--- config.mk ---
export PLATFORM = sky130hd
export DESIGN_NAME = hmq_cell
export DESIGN_NICKNAME = d
export VERILOG_FILES = /design/src/sv/hmq_pkg.sv /design/src/sv/hmq_cell.sv
export SDC_FILE = /design/constraint.sdc
export NUM_CORES = 1
export LEC_CHECK = 0
export BUFFER_PORTS_ARGS = -buffer_cell sky130_fd_sc_hd__buf_4
export CELL_PAD_IN_SITES_DETAIL_PLACEMENT = 1
export CELL_PAD_IN_SITES_GLOBAL_PLACEMENT = 2
export CORE_MARGIN = 5
export CORE_UTILIZATION = 20
export CTS_BUF_LIST = sky130_fd_sc_hd__clkbuf_4 sky130_fd_sc_hd__clkbuf_8 sky130_fd_sc_hd__clkbuf_16
export DETAILED_ROUTE_END_ITERATION = 6
export PLACE_DENSITY = 0.77
export SLEW_MARGIN = 10
export SYNTH_ARGS = -nofsm -noshare
export SYNTH_HDL_FRONTEND = slang
export SYNTH_SLANG_ARGS = --single-unit
--- constraint.sdc ---
create_clock -name i_clk -period 3 [get_ports i_clk]
set_clock_uncertainty 0.05 [all_clocks]
set_input_delay 0.45 -clock i_clk [delete_from_list [all_inputs] [get_ports i_clk]]
set_output_delay 0.45 -clock i_clk [all_outputs]
set_load 0.02 [all_outputs]
--- src/sv/hmq_pkg.sv ---
// ----------------------------------------------------------------------------
// hmq_pkg
// Shared types and constants of the binary min-heap priority queue.
// ----------------------------------------------------------------------------
package hmq_pkg;

    localparam int KEY_W    = 31;
    localparam int TAG_W    = 16;
    localparam int OCC_W    = 7;
    localparam int STATUS_W = 2;
    localparam int IDX_W    = 13;
    localparam int LVL_W    = 4;

    localparam logic MODE_INSERT  = 1'b0;
    localparam logic MODE_EXTRACT = 1'b1;

    localparam logic [STATUS_W-1:0] ST_OK       = 2'd0;
    localparam logic [STATUS_W-1:0] ST_FULL     = 2'd1;
    localparam logic [STATUS_W-1:0] ST_EMPTY    = 2'd2;
    localparam logic [STATUS_W-1:0] ST_INACTIVE = 2'd3;

    typedef struct packed {
        logic [KEY_W-1:0] key;
        logic [TAG_W-1:0] tag;
    } t_entry;

    typedef struct packed {
        logic             en;
        logic [LVL_W-1:0] lvl;
        logic [IDX_W-1:0] idx;
        t_entry           ent;
    } t_cell_wr;

    typedef struct packed {
        logic [LVL_W-1:0] lvl;
        logic [IDX_W-1:0] idx_a;
        logic [IDX_W-1:0] idx_b;
    } t_cell_rd;

endpackage

--- src/sv/hmq_cell.sv ---
// ----------------------------------------------------------------------------
// hmq_cell
// One heap level: entry storage with one write and two registered reads,
// merged onto the read chain toward the root.
// ----------------------------------------------------------------------------
module hmq_cell #(
    parameter int LEVEL      = 0,
    parameter int CELL_DEPTH = 1
) (
    input  logic              i_clk,
    input  logic              i_rst_n,
    input  hmq_pkg::t_cell_wr i_wr,
    input  hmq_pkg::t_cell_rd i_rd,
    input  hmq_pkg::t_entry   i_chain_a,
    input  hmq_pkg::t_entry   i_chain_b,
    output hmq_pkg::t_entry   o_chain_a,
    output hmq_pkg::t_entry   o_chain_b
);

    localparam int AW = (CELL_DEPTH > 1) ? $clog2(CELL_DEPTH) : 1;
    localparam logic [hmq_pkg::IDX_W-1:0] OFF_MASK = hmq_pkg::IDX_W'((1 << LEVEL) - 1);
    localparam logic [hmq_pkg::LVL_W-1:0] MY_LVL   = hmq_pkg::LVL_W'(LEVEL);

    hmq_pkg::t_entry r_mem [CELL_DEPTH];
    hmq_pkg::t_entry r_rd_a;
    hmq_pkg::t_entry r_rd_b;
    logic            r_sel;

    logic [hmq_pkg::IDX_W-1:0] w_off_w;
    logic [hmq_pkg::IDX_W-1:0] w_off_a;
    logic [hmq_pkg::IDX_W-1:0] w_off_b;
    logic [AW-1:0]             w_addr_w;
    logic [AW-1:0]             w_addr_a;
    logic [AW-1:0]             w_addr_b;

    assign w_off_w  = i_wr.idx & OFF_MASK;
    assign w_off_a  = i_rd.idx_a & OFF_MASK;
    assign w_off_b  = i_rd.idx_b & OFF_MASK;
    assign w_addr_w = w_off_w[AW-1:0];
    assign w_addr_a = w_off_a[AW-1:0];
    assign w_addr_b = w_off_b[AW-1:0];

    always_ff @(posedge i_clk) begin
        if (i_wr.en && (i_wr.lvl == MY_LVL)) begin
            r_mem[w_addr_w] <= i_wr.ent;
        end
        r_rd_a <= r_mem[w_addr_a];
        r_rd_b <= r_mem[w_addr_b];
    end

    always_ff @(posedge i_clk) begin
        if (!i_rst_n) begin
            r_sel <= 1'b0;
        end else begin
            r_sel <= (i_rd.lvl == MY_LVL);
        end
    end

    assign o_chain_a = r_sel ? r_rd_a : i_chain_a;
    assign o_chain_b = r_sel ? r_rd_b : i_chain_b;

endmodule

==> flow_summary.json <==
{
  "outcome": "complete, no violations",
  "ys_warn_count": 0,
  "finalSetupViolations": 0,
  "synthTopCellsByArea": "edfxtp_1 41%, dfxtp_1 28%, o21ai_0 14%",
  "slew_headroom": 0.623,
  "die_x_um": 142,
  "rsz0062_at_grt": "no",
  "placed_cell_area_um2": 5570,
  "finalHoldViolCount": 0,
  "cts.sinks": 95,
  "ys_seq_elements": 95,
  "peakVddDrop_uv": 238,
  "antenna_found_initial": 0,
  "end_kind": "primary output",
  "fin_area_um2": 5880,
  "clk_pin_slew_ns": 0.07,
  "clockPowerShare": 0.382,
  "synthSimpleGateAreaFrac": 0.0579,
  "synth_mux_area_frac": 0,
  "core-area_um2": 17200,
  "die_h_um": 142,
  "hold_class": "primary input to flip-flop",
  "portBuffers": 245,
  "first_pass_iters": 4,
  "p_comb_frac": 0.152,
  "p_sw_uw": 682,
  "synth_nets": 540,
  "grt_pass1_vias": 3513,
  "start_kind": "flip-flop",
  "cts_max_level": 3,
  "track_usage": 0.108,
  "switching_share": 0.228,
  "p_leak_uw": 0.00284,
  "syn_inst": 349,
  "cts_tree": "yes",
  "critPathArrivalTime_ns": 1.69,
  "synth_top_cell_area_share": 0.405,
  "cts_max_path_buffers": 2,
  "postCtsSetupRepairBufs": 0,
  "die-area_um2": 20100,
  "worst-setup-path-type": "flip-flop to primary output",
  "cts_root_buf": "clkbuf_16",
  "antenna_left": 0,
  "p_per_area_nw_per_um2": 508,
  "rows": 48,
  "p_seq_frac": 0.466,
  "wl_mm": 11.3,
  "grt_max_degree": 74,
  "drc": 0,
  "grt_pass1_wl_mm": 17.2,
  "final.setup.tns_ns": 0,
  "tightestPinTransition_ns": 0.566,
  "wl_per_cell_um": 13.8,
  "globalRoute.totalOverflow": 0,
  "drv_cap": 0,
  "fin_nets": 784,
  "crit-reg2reg-launch": "r_mem[0][40]$_DFFE_PP_",
  "min_period_ns": 2.19,
  "ctsHoldBuffers": 0,
  "period_share": 0.731,
  "p_int_uw": 2300,
  "yosys.area.top_type": "edfxtp_1",
  "layout-drive-gt1-share": 0.445,
  "vias": 3211,
  "io_pins": 285,
  "power_uw": 2990,
  "synth_xor_area_frac": 0,
  "seq_area_frac_synth": 0.682,
  "place_inst": 807,
  "synth_compound_area_frac": 0.135,
  "gp_congestion": 0.827,
  "cts_made_buffers": 9,
  "crit_required_ns": 2.50,
  "cp_max_fo": 42,
  "area_growth_pct": 68.8,
  "startpoint": "r_sel$_SDFF_PN0_",
  "hpwlAfterDp_mm": 9.17,
  "synthAdderAreaFrac": 0,
  "max_clock_freq_ghz": 0.456,
  "syn_area_um2": 3480,
  "insertion_delay_ns": 0.33,
  "initial_core_util": 0.203,
  "ys_types": 10,
  "drtIter0Drc": 79,
  "via_per_inst": 3.90,
  "insertedDiodeCount": 0,
  "cts_resized": 0,
  "hold_start": "i_wr[20]",
  "synth_top_family_by_area": "compound AO/OA/AOI/OAI gates",
  "syn_avg_cell_area_um2": 9.97,
  "stdcell_count": 823,
  "slew_viol_final": 0
}
-- metal layers --
layer	vias to the layer above	GRT usage	part of all wire	wire length, µm
met4	0	0.0500	0.028	313
met5	-	0	0	0
met3	23	0.0371	0.086	974
met2	130	0.195	0.52	5910
met1	1477	0.113	0.37	4150
li1	1581	-	-	-
-- cells in the mapped netlist, drive strengths merged --
library cell,n
buf,10
clkbuf,5
dfxtp,48
inv,94
nor4,2
and2,2
edfxtp,47
nand2,47
o21ai,94
-- worst max-delay path, stage by stage, from the launching register on --
cell and delay [ns]:
dfxtp_4 0.51, buf_4 0.41, nand2_1 0.12, o21ai_0 0.12
buf_4 0.19
-- registers in the layout (all words and copies together) (netlist names) --
register	cells
r_rd_b	47
r_sel	1
r_mem	47
-- power by group through the flow --
stage               Clock (µW)  Sequential (µW)  Combinational, µW
finish                    1140             1390                455
global route              1260             1390                490
detailed placement           0             1420                462
global placement             0             1420                452
CTS                       1200             1390                463
floorplan                    0             1420                169
-- through the flow --
step | util | setup slack [ns] | hold slack [ns]
floorplan | - | 0.692 | 0.273
global placement | 0.324 | 0.982 | 0.274
detailed placement | 0.324 | 0.943 | 0.278
CTS | 0.342 | 0.726 | 0.216
global route | 0.342 | 0.604 | 0.212
finish | 0.342 | 0.808 | 0.238
-- cells in the final DEF (no fill, tap or decap) --
cell | synthesis | final
o21ai_0 | 94 | 94
bufinv_16 | 0 | 1
clkbuf_16 | 0 | 9
dfxtp_4 | 0 | 1
edfxtp_1 | 47 | 47
clkbuf_8 | 0 | 1
nand2_1 | 47 | 47
inv_1 | 94 | 94
clkinv_2 | 0 | 1
buf_4 | 6 | 246
dfxtp_1 | 48 | 47
clkbuf_4 | 0 | 1
and2_1 | 2 | 1
clkinv_4 | 0 | 1
clkinvlp_4 | 0 | 2
buf_12 | 0 | 2
nor4_1 | 2 | 2
and2_2 | 0 | 1
-- path summary, 6_finish.rpt --
check | end | slack [ns] | depth (start not counted)
worst min register to register | r_rd_b[36]$_DFF_P_ | 0.29 | 0
worst max-delay path | o_chain_a[6] | 0.81 | 4
worst max register to register | r_rd_b[40]$_DFF_P_ | 2.45 | 0
worst min-delay path | r_mem[0][20]$_DFFE_PP_ | 0.24 | 1
-- kinds of logic after synthesis --
logic type | Yosys count
DFF | 95
buffers and inverters | 109
AOI/OAI and AO/OA | 94
and+or+nand+nor | 51
-- area by class of cell --
class	instances	area, µm²
Sequential cell	95	2380
Multi-Input combinational cell	145	673
Clock buffer	11	246
Inverter	94	353
Tap cell	225	282
Fill cell	2046	11300
Clock inverter	5	58.8
Timing Repair Buffer	248	1890
No activity file was read; power rests on OpenSTA's default activity.
